<file path="config.mk">
export PLATFORM = sky130hd
export DESIGN_NAME = occupancy_light_fader
export DESIGN_NICKNAME = d
export VERILOG_FILES = /design/src/design/olf_pkg.sv /design/src/design/olf_cfg_regs.sv /design/src/design/olf_core.sv /design/src/design/occupancy_light_fader.sv
export SDC_FILE = /design/constraint.sdc
export NUM_CORES = 1
export LEC_CHECK = 0
export BUFFER_PORTS_ARGS = -buffer_cell sky130_fd_sc_hd__buf_4
export CAP_MARGIN = 20
export CORE_MARGIN = 2
export CORE_UTILIZATION = 43
export CTS_CLUSTER_DIAMETER = 40
export DETAILED_ROUTE_END_ITERATION = 8
export GPL_ROUTABILITY_DRIVEN = 0
export PLACE_DENSITY = 0.7
export SYNTH_ARGS = -nofsm -noshare
export SYNTH_HDL_FRONTEND = slang
export SYNTH_SLANG_ARGS = --single-unit
</file>
<file path="constraint.sdc">
create_clock -name clk_i -period 5.47 [get_ports clk_i]
set_input_delay 1.094 -clock clk_i [delete_from_list [all_inputs] [get_ports clk_i]]
set_output_delay 1.094 -clock clk_i [all_outputs]
set_load 0.05 [all_outputs]
</file>
<file path="src/design/olf_pkg.sv">
// Shared types and constants for the occupancy light fader.
package olf_pkg;

  // Widths of the configuration registers, the register index and the item operation.
  localparam int unsigned CfgTimeW = 24;
  localparam int unsigned StepW    = 13;
  localparam int unsigned CfgDataW = 24;
  localparam int unsigned CfgIdxW  = 3;
  localparam int unsigned OpW      = 2;

  // Reset values of the configuration registers.
  localparam logic [CfgTimeW-1:0] RstSwitchOn    = 24'd30000;
  localparam logic [CfgTimeW-1:0] RstSwitchBlock = 24'd10000;
  localparam logic [CfgTimeW-1:0] RstMotionOn    = 24'd60000;
  localparam logic [StepW-1:0]    RstFadeStep    = 13'd32;

  // Item operations.
  typedef enum logic [OpW-1:0] {
    OP_TICK   = 2'd0,
    OP_SWITCH = 2'd1,
    OP_MOTION = 2'd2,
    OP_NONE   = 2'd3
  } op_e;

  // Configuration register indexes.
  typedef enum logic [CfgIdxW-1:0] {
    CFG_SWITCH_ON    = 3'd0,
    CFG_SWITCH_BLOCK = 3'd1,
    CFG_MOTION_ON    = 3'd2,
    CFG_FADE_STEP    = 3'd3,
    CFG_INVERT       = 3'd4
  } cfg_idx_e;

  // Current configuration as seen by the datapath.
  typedef struct packed {
    logic [CfgTimeW-1:0] switch_on_time;
    logic [CfgTimeW-1:0] switch_block_time;
    logic [CfgTimeW-1:0] motion_on_time;
    logic [StepW-1:0]    fade_step;
    logic                invert_output;
  } cfg_t;

  // Single-bit result fields.
  typedef struct packed {
    logic output_held;
    logic held_level;
    logic duty_written;
    logic light_target_on;
  } res_flags_t;

endpackage

</file>
<file path="src/design/olf_cfg_regs.sv">
// Configuration register file of the occupancy light fader.
module olf_cfg_regs (
  input  logic                         clk_i,
  input  logic                         rst_ni,
  input  logic                         cfg_we_i,
  input  logic [olf_pkg::CfgIdxW-1:0]  cfg_idx_i,
  input  logic [olf_pkg::CfgDataW-1:0] cfg_data_i,
  output olf_pkg::cfg_t                cfg_o
);
  import olf_pkg::*;

  cfg_t cfg_q, cfg_d;

  // Decode the register index and update the addressed field.
  always_comb begin
    cfg_d = cfg_q;
    if (cfg_we_i) begin
      unique case (cfg_idx_e'(cfg_idx_i))
        CFG_SWITCH_ON:    cfg_d.switch_on_time    = cfg_data_i[CfgTimeW-1:0];
        CFG_SWITCH_BLOCK: cfg_d.switch_block_time = cfg_data_i[CfgTimeW-1:0];
        CFG_MOTION_ON:    cfg_d.motion_on_time    = cfg_data_i[CfgTimeW-1:0];
        CFG_FADE_STEP:    cfg_d.fade_step         = cfg_data_i[StepW-1:0];
        CFG_INVERT:       cfg_d.invert_output     = cfg_data_i[0];
        default: ;
      endcase
    end
  end

  always_ff @(posedge clk_i or negedge rst_ni) begin
    if (!rst_ni) begin
      cfg_q.switch_on_time    <= RstSwitchOn;
      cfg_q.switch_block_time <= RstSwitchBlock;
      cfg_q.motion_on_time    <= RstMotionOn;
      cfg_q.fade_step         <= RstFadeStep;
      cfg_q.invert_output     <= 1'b0;
    end else begin
      cfg_q <= cfg_d;
    end
  end

  assign cfg_o = cfg_q;

endmodule

</file>
<file path="src/design/olf_core.sv">
// Light state, countdowns, fade step and output encoding of the fader.
module olf_core #(
  parameter int unsigned DUTY_BITS = 13,
  parameter int unsigned TIME_BITS = 24
) (
  input  logic                     clk_i,
  input  logic                     rst_ni,
  input  logic                     en_i,
  input  logic [olf_pkg::OpW-1:0]  op_i,
  input  logic                     motion_level_i,
  input  olf_pkg::cfg_t            cfg_i,
  output logic [DUTY_BITS-1:0]     duty_o,
  output olf_pkg::res_flags_t      flags_o
);
  import olf_pkg::*;

  localparam int unsigned TimeKeepW = (TIME_BITS < CfgTimeW) ? TIME_BITS : CfgTimeW;
  localparam int unsigned SumW      = ((DUTY_BITS > StepW) ? DUTY_BITS : StepW) + 1;
  localparam int unsigned DutyOutW  = (DUTY_BITS < StepW) ? DUTY_BITS : StepW;
  localparam logic [DUTY_BITS-1:0] LvlMax  = {DUTY_BITS{1'b1}};
  localparam logic [SumW-1:0]      LvlMaxX = SumW'(LvlMax);
  localparam logic [TIME_BITS-1:0] RstAutoOff = TIME_BITS'(RstMotionOn[TimeKeepW-1:0]);

  logic                 target_on_q, target_on_d;
  logic [DUTY_BITS-1:0] cur_q, cur_d;
  logic [TIME_BITS-1:0] auto_off_q, auto_off_d;
  logic [TIME_BITS-1:0] block_q, block_d;

  logic [TIME_BITS-1:0] switch_on_t, switch_block_t, motion_on_t;
  logic [TIME_BITS-1:0] auto_off_dec, block_dec;
  logic [StepW-1:0]     step;
  logic [SumW-1:0]      cur_x, step_x, sum_x;
  logic                 moved;
  logic [DUTY_BITS-1:0] duty_full;

  // Time registers are kept at the counter width.
  assign switch_on_t    = TIME_BITS'(cfg_i.switch_on_time[TimeKeepW-1:0]);
  assign switch_block_t = TIME_BITS'(cfg_i.switch_block_time[TimeKeepW-1:0]);
  assign motion_on_t    = TIME_BITS'(cfg_i.motion_on_time[TimeKeepW-1:0]);

  // A zero step behaves as a step of one.
  assign step   = (cfg_i.fade_step == '0) ? StepW'(1) : cfg_i.fade_step;
  assign step_x = SumW'(step);

  assign auto_off_dec = (auto_off_q != '0) ? auto_off_q - TIME_BITS'(1) : auto_off_q;
  assign block_dec    = (block_q != '0) ? block_q - TIME_BITS'(1) : block_q;
  assign cur_x        = SumW'(cur_q);
  assign sum_x        = cur_x + step_x;

  // Next-state logic for one item.
  always_comb begin
    target_on_d = target_on_q;
    cur_d       = cur_q;
    auto_off_d  = auto_off_q;
    block_d     = block_q;
    moved       = 1'b0;
    case (op_e'(op_i))
      OP_SWITCH: begin
        target_on_d = !target_on_q;
        auto_off_d  = switch_on_t;
        if (target_on_q) begin
          block_d = switch_block_t;
        end
      end
      OP_MOTION: begin
        if (!motion_level_i) begin
          auto_off_d = motion_on_t;
        end else if (block_q == '0) begin
          target_on_d = 1'b1;
          auto_off_d  = motion_on_t;
        end
      end
      OP_TICK: begin
        auto_off_d = auto_off_dec;
        block_d    = block_dec;
        if (target_on_q && auto_off_dec == '0) begin
          if (motion_level_i) begin
            auto_off_d = motion_on_t;
          end else begin
            target_on_d = 1'b0;
          end
        end
        // Fade one step toward the new target.
        if (target_on_d && cur_q != LvlMax) begin
          cur_d = (sum_x > LvlMaxX) ? LvlMax : DUTY_BITS'(sum_x);
          moved = 1'b1;
        end else if (!target_on_d && cur_q != '0) begin
          cur_d = (cur_x > step_x) ? DUTY_BITS'(cur_x - step_x) : '0;
          moved = 1'b1;
        end
      end
      default: ;
    endcase
  end

  always_ff @(posedge clk_i or negedge rst_ni) begin
    if (!rst_ni) begin
      target_on_q <= 1'b1;
      cur_q       <= LvlMax;
      auto_off_q  <= RstAutoOff;
      block_q     <= '0;
    end else if (en_i) begin
      target_on_q <= target_on_d;
      cur_q       <= cur_d;
      auto_off_q  <= auto_off_d;
      block_q     <= block_d;
    end
  end

  // Output encoding from the level after this item.
  logic [SumW-1:0] nsum_x;
  assign nsum_x    = SumW'(cur_d) + step_x;
  assign duty_full = cfg_i.invert_output ? (LvlMax - cur_d) : cur_d;

  always_comb begin
    flags_o.duty_written    = moved;
    flags_o.light_target_on = target_on_d;
    flags_o.output_held     = 1'b1;
    duty_o                  = '0;
    if (nsum_x > LvlMaxX) begin
      flags_o.held_level = !cfg_i.invert_output;
    end else if (cur_d != '0) begin
      flags_o.output_held = 1'b0;
      flags_o.held_level  = 1'b0;
      duty_o              = DUTY_BITS'(duty_full[DutyOutW-1:0]);
    end else begin
      flags_o.held_level = cfg_i.invert_output;
    end
  end

endmodule

</file>
<file path="src/design/occupancy_light_fader.sv">
// Top level of the occupancy light fader: input stage, core and result register.
//
//  channel   direction  handshake                 payload
//  in        in         in_valid_i / in_stall_o   in_op_i, in_motion_level_i
//  out       out        out_valid_o / out_stall_i duty_value_o, output_held_o,
//                                                 held_level_o, duty_written_o,
//                                                 light_target_on_o
//  cfg       in         cfg_we_i                  cfg_idx_i, cfg_data_i
//
// One item per cycle while the result register is free: an item waits in the
// input register, then the core updates the light state and the result register
// takes its result. Each result passes through the input register and then the
// result register before it can transfer.
// Reset puts the light at full on with the auto-off countdown at its default.
// A stalled result holds; the input stage keeps taking items until both the
// input register and the result register are full.
module occupancy_light_fader #(
  parameter int unsigned DUTY_BITS = 13,
  parameter int unsigned TIME_BITS = 24
) (
  input  logic                         clk_i,
  input  logic                         rst_ni,
  input  logic                         cfg_we_i,
  input  logic [olf_pkg::CfgIdxW-1:0]  cfg_idx_i,
  input  logic [olf_pkg::CfgDataW-1:0] cfg_data_i,
  input  logic                         in_valid_i,
  output logic                         in_stall_o,
  input  logic [olf_pkg::OpW-1:0]      in_op_i,
  input  logic                         in_motion_level_i,
  output logic                         out_valid_o,
  input  logic                         out_stall_i,
  output logic [DUTY_BITS-1:0]         duty_value_o,
  output logic                         output_held_o,
  output logic                         held_level_o,
  output logic                         duty_written_o,
  output logic                         light_target_on_o
);
  import olf_pkg::*;

  cfg_t                 cfg;
  logic                 s1_valid_q;
  logic [OpW-1:0]       s1_op_q;
  logic                 s1_motion_q;
  logic                 out_valid_q;
  logic                 advance;
  logic                 core_en;
  logic                 in_xfer;
  logic [DUTY_BITS-1:0] core_duty;
  res_flags_t           core_flags;
  logic [DUTY_BITS-1:0] duty_q;
  res_flags_t           flags_q;

  olf_cfg_regs u_cfg (
    .clk_i,
    .rst_ni,
    .cfg_we_i,
    .cfg_idx_i,
    .cfg_data_i,
    .cfg_o (cfg)
  );

  // Pipeline control: the result register frees when empty or taken.
  assign advance    = !out_valid_q || !out_stall_i;
  assign core_en    = s1_valid_q && advance;
  assign in_stall_o = s1_valid_q && !advance;
  assign in_xfer    = in_valid_i && !in_stall_o;

  // Input register.
  always_ff @(posedge clk_i or negedge rst_ni) begin
    if (!rst_ni) begin
      s1_valid_q <= 1'b0;
    end else if (!in_stall_o) begin
      s1_valid_q <= in_valid_i;
    end
  end

  always_ff @(posedge clk_i) begin
    if (in_xfer) begin
      s1_op_q     <= in_op_i;
      s1_motion_q <= in_motion_level_i;
    end
  end

  olf_core #(
    .DUTY_BITS (DUTY_BITS),
    .TIME_BITS (TIME_BITS)
  ) u_core (
    .clk_i,
    .rst_ni,
    .en_i           (core_en),
    .op_i           (s1_op_q),
    .motion_level_i (s1_motion_q),
    .cfg_i          (cfg),
    .duty_o         (core_duty),
    .flags_o        (core_flags)
  );

  // Result register.
  always_ff @(posedge clk_i or negedge rst_ni) begin
    if (!rst_ni) begin
      out_valid_q <= 1'b0;
    end else if (advance) begin
      out_valid_q <= s1_valid_q;
    end
  end

  always_ff @(posedge clk_i) begin
    if (core_en) begin
      duty_q  <= core_duty;
      flags_q <= core_flags;
    end
  end

  assign out_valid_o       = out_valid_q;
  assign duty_value_o      = duty_q;
  assign output_held_o     = flags_q.output_held;
  assign held_level_o      = flags_q.held_level;
  assign duty_written_o    = flags_q.duty_written;
  assign light_target_on_o = flags_q.light_target_on;

  // The input side only backs up when both stages are full and the output stalls.
  a_stall_cause : assert property (@(posedge clk_i) disable iff (!rst_ni)
    in_stall_o |-> (s1_valid_q && out_valid_q && out_stall_i))
    else $error("input stalled without a full pipeline");

  // An item processed by the core shows up as a valid result next cycle.
  a_core_to_out : assert property (@(posedge clk_i) disable iff (!rst_ni)
    core_en |=> out_valid_q)
    else $error("processed item did not reach the result register");

  // A held output carries a zero compare value.
  a_held_duty : assert property (@(posedge clk_i) disable iff (!rst_ni)
    (out_valid_q && output_held_o) |-> (duty_value_o == '0))
    else $error("held output with nonzero duty value");

endmodule

</file>
# Word-level counts from Yosys, hierarchy flattened
# Index checks and enable logic that the tools add are counted.
[totals] reg_bits=170 word_cells=98 out_inout_bits=19 input_bits=35
[op_classes] add_sub_neg=6 n_bitwise=1 n_reduce_logical=33 n_lt_le_gt_ge=3 mux=27 eq_ne=10
[ops] cell="$mux 24" count=7
[ops] cell="$mux 13" count=7
[ops] cell="$pmux 24 s3" count=1
[ops] cell="$logic_not 24->1" count=2
[ops] cell="$pmux 24 s2" count=1
[ops] cell="$reduce_bool 24->1" count=2
[ops] cell="$sub 24x1->24 const B" count=2
[ops] cell="$add 13x13->14" count=2
[ops] cell="$gt 14x13->1 const B" count=2
[ops] cell="$reduce_bool 13->1" count=2
[ops] cell="$gt 13x13->1" count=1
[ops] cell="$logic_not 13->1" count=1
[ops] cell="$ne 13x13->1 const B" count=1
[ops] cell="$sub 13x13->13" count=1
[ops] cell="$sub 13x13->13 const A" count=1
[ops] cell="$mux 1" count=10
[ops] cell="$reduce_and 2->1" count=5
[ops] cell="$logic_not 1->1" count=7
[ops] cell="$eq 3x2->1 const B" count=2
[ops] cell="$logic_and 1x1->1" count=6
[ops] cell="$ne 2x1->1 const B" count=2
[ops] cell="$reduce_and 4->1" count=1
[ops] cell="$eq 3x1->1 const B" count=1
[ops] cell="$eq 3x3->1 const B" count=1
[ops] cell="other kinds (12)" count=12

# Logic depth before layout (Yosys ltp)
[depth] word_depth=14 mapped_depth=26

# Hierarchy
# A second synthesis with hierarchy kept.
[unflattened] hier_cells=1058 area_unflattened_um2=10724.0
[by_module_without_submodules] module="olf_core" cells_per_inst=844 instances=1 area_per_inst_um2=6705.2
[by_module_without_submodules] module="olf_cfg_regs" cells_per_inst=186 instances=1 area_per_inst_um2=3325.7
[by_module_without_submodules] module="occupancy_light_fader" cells_per_inst=28 instances=1 area_per_inst_um2=693.2

# Worst setup path before layout
# Ideal clock, no wire load.
[synth_timing] path_kind="register to register" from="register u_core.auto_off_q[0]" to="register duty_q[3], in the netlist duty_value_o[3], data pin" path_buffers=3 path_stages_with_launch=25 period_less_slack_ns=5.250 t_arrival_ns=5.081 required_ns=5.301 setup_slack_ns=0.220 setup_time_ns=0.169 path_cell_list="dfrtp_1 -> clkbuf_1 -> inv_1 -> ha_1 -> nor4b_4 -> and4_1 -> or4_4 -> xor2_1 -> and3_4 -> and4_4 -> buf_6 -> or3_4 -> a32oi_1 -> ha_1 -> a21o_1 -> a21o_1 -> a21o_1 -> a21o_1 -> a21o_1 -> a21o_1 -> a21oi_1 -> o21a_1 -> inv_1 -> clkbuf_1 -> a211oi_1"
[synth_via] elab_chain_cells=14 word_cells_on_any_way=20
[synth_lines] item="start, declared" line_no="olf_core.sv:26" rtl="logic [TIME_BITS-1:0] auto_off_q, auto_off_d;"
[synth_lines] item="start signal, assigned" line_no="olf_core.sv:100" rtl="auto_off_q <= RstAutoOff;"
[synth_lines] item="start signal, assigned" line_no="olf_core.sv:105" rtl="auto_off_q <= auto_off_d;"
[synth_lines] item="$sub 24x1->24 or $reduce_bool 24->1 (tied branches)" line_no="olf_core.sv:45" rtl="assign auto_off_dec = (auto_off_q != '0) ? auto_off_q - TIME_BITS'(1) : auto_off_q;"
[synth_lines] item="$mux 24 (*)" line_no="olf_core.sv:45"
[synth_lines] item="$logic_not 24->1 (*)" line_no="olf_core.sv:76" rtl="if (target_on_q && auto_off_dec == '0) begin"
[synth_lines] item="$logic_and 1x1->1 (*)" line_no="olf_core.sv:76"
[synth_lines] item="$mux 1 (*)" line_no="olf_core.sv:76"
[synth_lines] item="$mux 1 (*)" line_no="olf_core.sv:57" rtl="case (op_e'(op_i))"
[synth_lines] item="$logic_not 1->1" line_no="olf_core.sv:87" rtl="end else if (!target_on_d && cur_q != '0) begin"
[synth_lines] item="$logic_and 1x1->1" line_no="olf_core.sv:87"
[synth_lines] item="$mux 13" line_no="olf_core.sv:87"
[synth_lines] item="$mux 13 (*)" line_no="olf_core.sv:84" rtl="if (target_on_d && cur_q != LvlMax) begin"
[synth_lines] item="$mux 13 (*)" line_no="olf_core.sv:57"
[synth_lines] item="via u_core.cur_d[2]" line_no="olf_core.sv:25" rtl="logic [DUTY_BITS-1:0] cur_q, cur_d;"
[synth_lines] item="$add 13x13->14 or $reduce_bool 13->1 (tied branches)" line_no="olf_core.sv:112, olf_core.sv:122"
[synth_lines] item="$gt 14x13->1 or $not 1->1 (tied branches)"
[synth_lines] item="$reduce_or 2->1 (no source line)"
[synth_lines] item="end signal, assigned" line_no="occupancy_light_fader.sv:109" rtl="duty_q <= core_duty;"
[synth_lines] item="end, declared" line_no="occupancy_light_fader.sv:50" rtl="logic [DUTY_BITS-1:0] duty_q;"
# The timed path passes the listed nets; every way through them passes the cells marked *. The select of a mux whose other input is x is not followed.
# A chain may end at the register's enable or synchronous reset.

# Worst setup path in the final report
[layout_timing] from="register u_core.auto_off_q[0]" to="register duty_q[10], in the netlist duty_value_o[10], data pin"
# Same word-level chain as after synthesis.

==> flow_metrics.tcl <==
set metrics [dict create \
    setup_viol 0 \
    required_ps 5750 \
    max-clock-path-buffers 2 \
    p_per_area_nw_per_um2 544 \
    synthArstFlopShare_pct 88.2 \
    grt.total_usage_pct 21.6 \
    port_buffers 53 \
    synth_compound_area_share_pct 18.5 \
    fin_skew_ps 12.1 \
    cts.sinks 170 \
    syn_area_um2 10600 \
    setup_slack_ps 228 \
    cts-root-buf "clkbuf_16" \
    drtAntennaViolNets 0 \
    synthDistinctLibCells 85 \
    wl_um 28000 \
    final_common_cell "dfrtp_1" \
    antennaDiodeCount 0 \
    drive_gt1_share_pct 28.9 \
    areaGrowthSynthToFinish_pct 15.3 \
    hold_start "s1_valid_q$_DFFE_PN0N_" \
    rr_worst_depth 24 \
    synth_fa_ha_area_share_pct 5.35 \
    drtPass1Iterations 6 \
    hold_buffers 0 \
    hold_viol 0 \
    dieArea_um2 25900 \
    grt-ovfl-total 0 \
    fin_setup_tns_ps 0 \
    stdcell_count 1470 \
    grt_pass1_wl_um 44500 \
    max-slew-margin-rel_pct 34.4 \
    r2r_end "duty_value_o[10]$_SDFFCE_PP0P_" \
    insertion_delay_ps 440 \
    arrival_ps 5520 \
    route.vias.total 8699 \
    cp_max_fo 9 \
    place_worst_setup_slack_ps -13.7 \
    muxShareOfSynthArea_pct 10.7 \
    start_util_pct 43.6 \
    htreeDepth 4 \
    synth_cells 1082 \
    fillers 2210 \
    drc 0 \
    power.total_mw 6.64 \
    std_cell_rows 57 \
    p_leak_nw 4.97 \
    grt_max_degree 108 \
    die_x_um 161 \
    critPathLaunchType "flip-flop" \
    dpl.hpwl_um 19900 \
    tightest_slew_ps 983 \
    design_area_um2 12200 \
    avgViaCountPerCell 5.92 \
    antenna_found_initial 0 \
    setup.worst_path.class "reg2reg" \
    hp-class "reg2reg" \
    grt_pass1_vias 8194 \
    synth_top_family_by_area "compound AO/OA/AOI/OAI gates" \
    drtIter0Drc 732 \
    hold_depth 1 \
    cpPeakStageDelay_ps 560 \
    most-common-layout-cells "dfrtp_1, buf_4, mux2_2, o21ai_0, a21oi_1" \
    synthXorXnorAreaFrac_pct 3.64 \
    end_kind "flip-flop" \
    peakVddDrop_uv 273 \
    clk_pin_slew_worst_paths_ps 70 \
    crit_slowest_cell "nor4_4" \
    finalCritPeriodShare_pct 95.8 \
    cts_tree "built" \
    whs_ps 481 \
    yosysSeqAreaShare_pct 41.6 \
    drv_slew 0 \
    crit_chain "inv_2 > ha_4 > nor4b_4 > nand4_1 > buf_6 > o221ai_1 > nand4_1 > nor4_4 > and4_4 > o221a_1 > a211oi_1 > ha_1 > a21o_1 > a21o_1 > a21o_1 > a21o_1 > a21o_1 > a21o_1 > a21o_1 > a21oi_2 > o21a_1 > inv_2 > buf_6 > a211oi_2" \
    cpMostUsedCell "a21o_1" \
    synth.avg_cell_area_um2 9.78 \
    nNetsFinal 1212 \
    r2r_setup_slack_ps 230 \
    place_area_um2 11400 \
    core-area_um2 24200 \
    clock.fmax_mhz 191 \
    r2r-start "u_core.auto_off_q[0]$_DFFE_PN0P_" \
    routedWlPerCell_um 19.0 \
    syn_nets 1161 \
    fin_util_pct 50.3 \
    synth_top_flop_cell "dfrtp_1" \
    synth-simple-area-share_pct 15.6 \
    io_pins 54 \
    dieHeight_um 161 \
    cap_viol_max_count 0 \
    dp_cells 1424 \
    synth_seq_cells 170 \
    cts-buffers-inserted 17 \
    hold_end "out_valid_o$_DFFE_PN0N_" \
    ys_warn_count 0 \
    synth-edff-count 20 \
    period_needed_ps 5240 \
    status "completed" \
]
## layer usage
metal,global-route usage [%],up-vias,wire length (um)
li1,-,4051,-
met1,30.2,4275,12400
met2,33.9,303,13000
met3,3.85,70,1780
met4,7.59,0,841
met5,0,-,0
## cell usage after synthesis (27+ instances only)
cell | n | area share (%)
dfstp_2 | 41 | 10
mux2_2 | 94 | 10
nand2_1 | 76 | 2.7
ha_1 | 42 | 5.0
o21ai_0 | 93 | 4.4
inv_1 | 38 | 1.3
xnor2_1 | 28 | 2.3
dfrtp_1 | 109 | 26
nor3_1 | 27 | 1.3
a21oi_1 | 83 | 3.9
clkbuf_1 | 59 | 2.1
nor2_1 | 75 | 2.7
## worst max path at each step
| stage | slack [ps] | end | start | depth (start not counted) |
|---|---|---|---|---|
| floorplan | 220 | duty_value_o[3]$_SDFFCE_PP0P_ | u_core.auto_off_q[0]$_DFFE_PN0P_ | 24 |
| global placement | 270 | duty_value_o[10]$_SDFFCE_PP0P_ | u_core.auto_off_q[0]$_DFFE_PN0P_ | 21 |
| detailed placement | -10 | duty_value_o[10]$_SDFFCE_PP0P_ | u_core.auto_off_q[0]$_DFFE_PN0P_ | 23 |
| CTS | 100 | duty_value_o[10]$_SDFFCE_PP0P_ | u_core.auto_off_q[0]$_DFFE_PN0P_ | 23 |
| global route | -60 | duty_value_o[6]$_SDFFCE_PP0P_ | u_core.auto_off_q[0]$_DFFE_PN0P_ | 24 |
| finish | 230 | duty_value_o[10]$_SDFFCE_PP0P_ | u_core.auto_off_q[0]$_DFFE_PN0P_ | 24 |
## flip-flops by register name, summed over array words and instances, names as in the netlist
name,count
u_cfg.cfg_o,86
u_core.target_on_q,1
held_level_o,1
duty_written_o,1
u_core.cur_q,13
s1_valid_q,1
s1_op_q,2
u_core.auto_off_q,24
out_valid_o,1
light_target_on_o,1
duty_value_o,13
u_core.block_q,24
output_held_o,1
s1_motion_q,1
## power by group
part / total, mW / switching [mW] / internal [mW] / leakage (nW)
combinational: 3.17 / 1.86 / 1.31 / 2.72
clock: 1.30 / 0.523 / 0.780 / 0.302
sequential: 2.17 / 0.403 / 1.76 / 1.95
total: 6.64 / 2.78 / 3.85 / 4.97
## critical path, delay by kind of cell, from the launching register on
family | cells | cell delay [ps]
adder cells (fa/ha/maj) | 2 | 340
AND/OR/NAND/NOR | 5 | 1660
buffers and inverters | 4 | 490
flip-flops | 1 | 400
AO/OA/AOI/OAI | 13 | 2200
## repair_timing
item,in CTS,in global routing
cloned,0,1
buffers inserted,0,13
gates resized for setup,1,21
setup endpoints to repair,9,15
pin swaps,0,11
## cell type report
class | count | area (um2) | area share, %
Multi-Input combinational cell | 799 | 5800 | 47.5
Sequential cell | 170 | 4410 | 36.1
Timing Repair Buffer | 105 | 800 | 6.55
Clock buffer | 21 | 483 | 3.96
Tap cell | 324 | 405 | 3.32
Clock inverter | 11 | 159 | 1.30
Inverter | 40 | 150 | 1.23
## kinds of logic (layout without fill, tap and decap cells)
kind of cell | after synthesis | after routing
xor+xnor | 44 | 44
fa+ha+maj | 44 | 44
mux | 101 | 101
flops | 170 | 170
compound gates | 303 | 303
buf+inv | 114 | 177
simple gates | 306 | 307
Note: power is estimated with default switching activity, not from simulation.
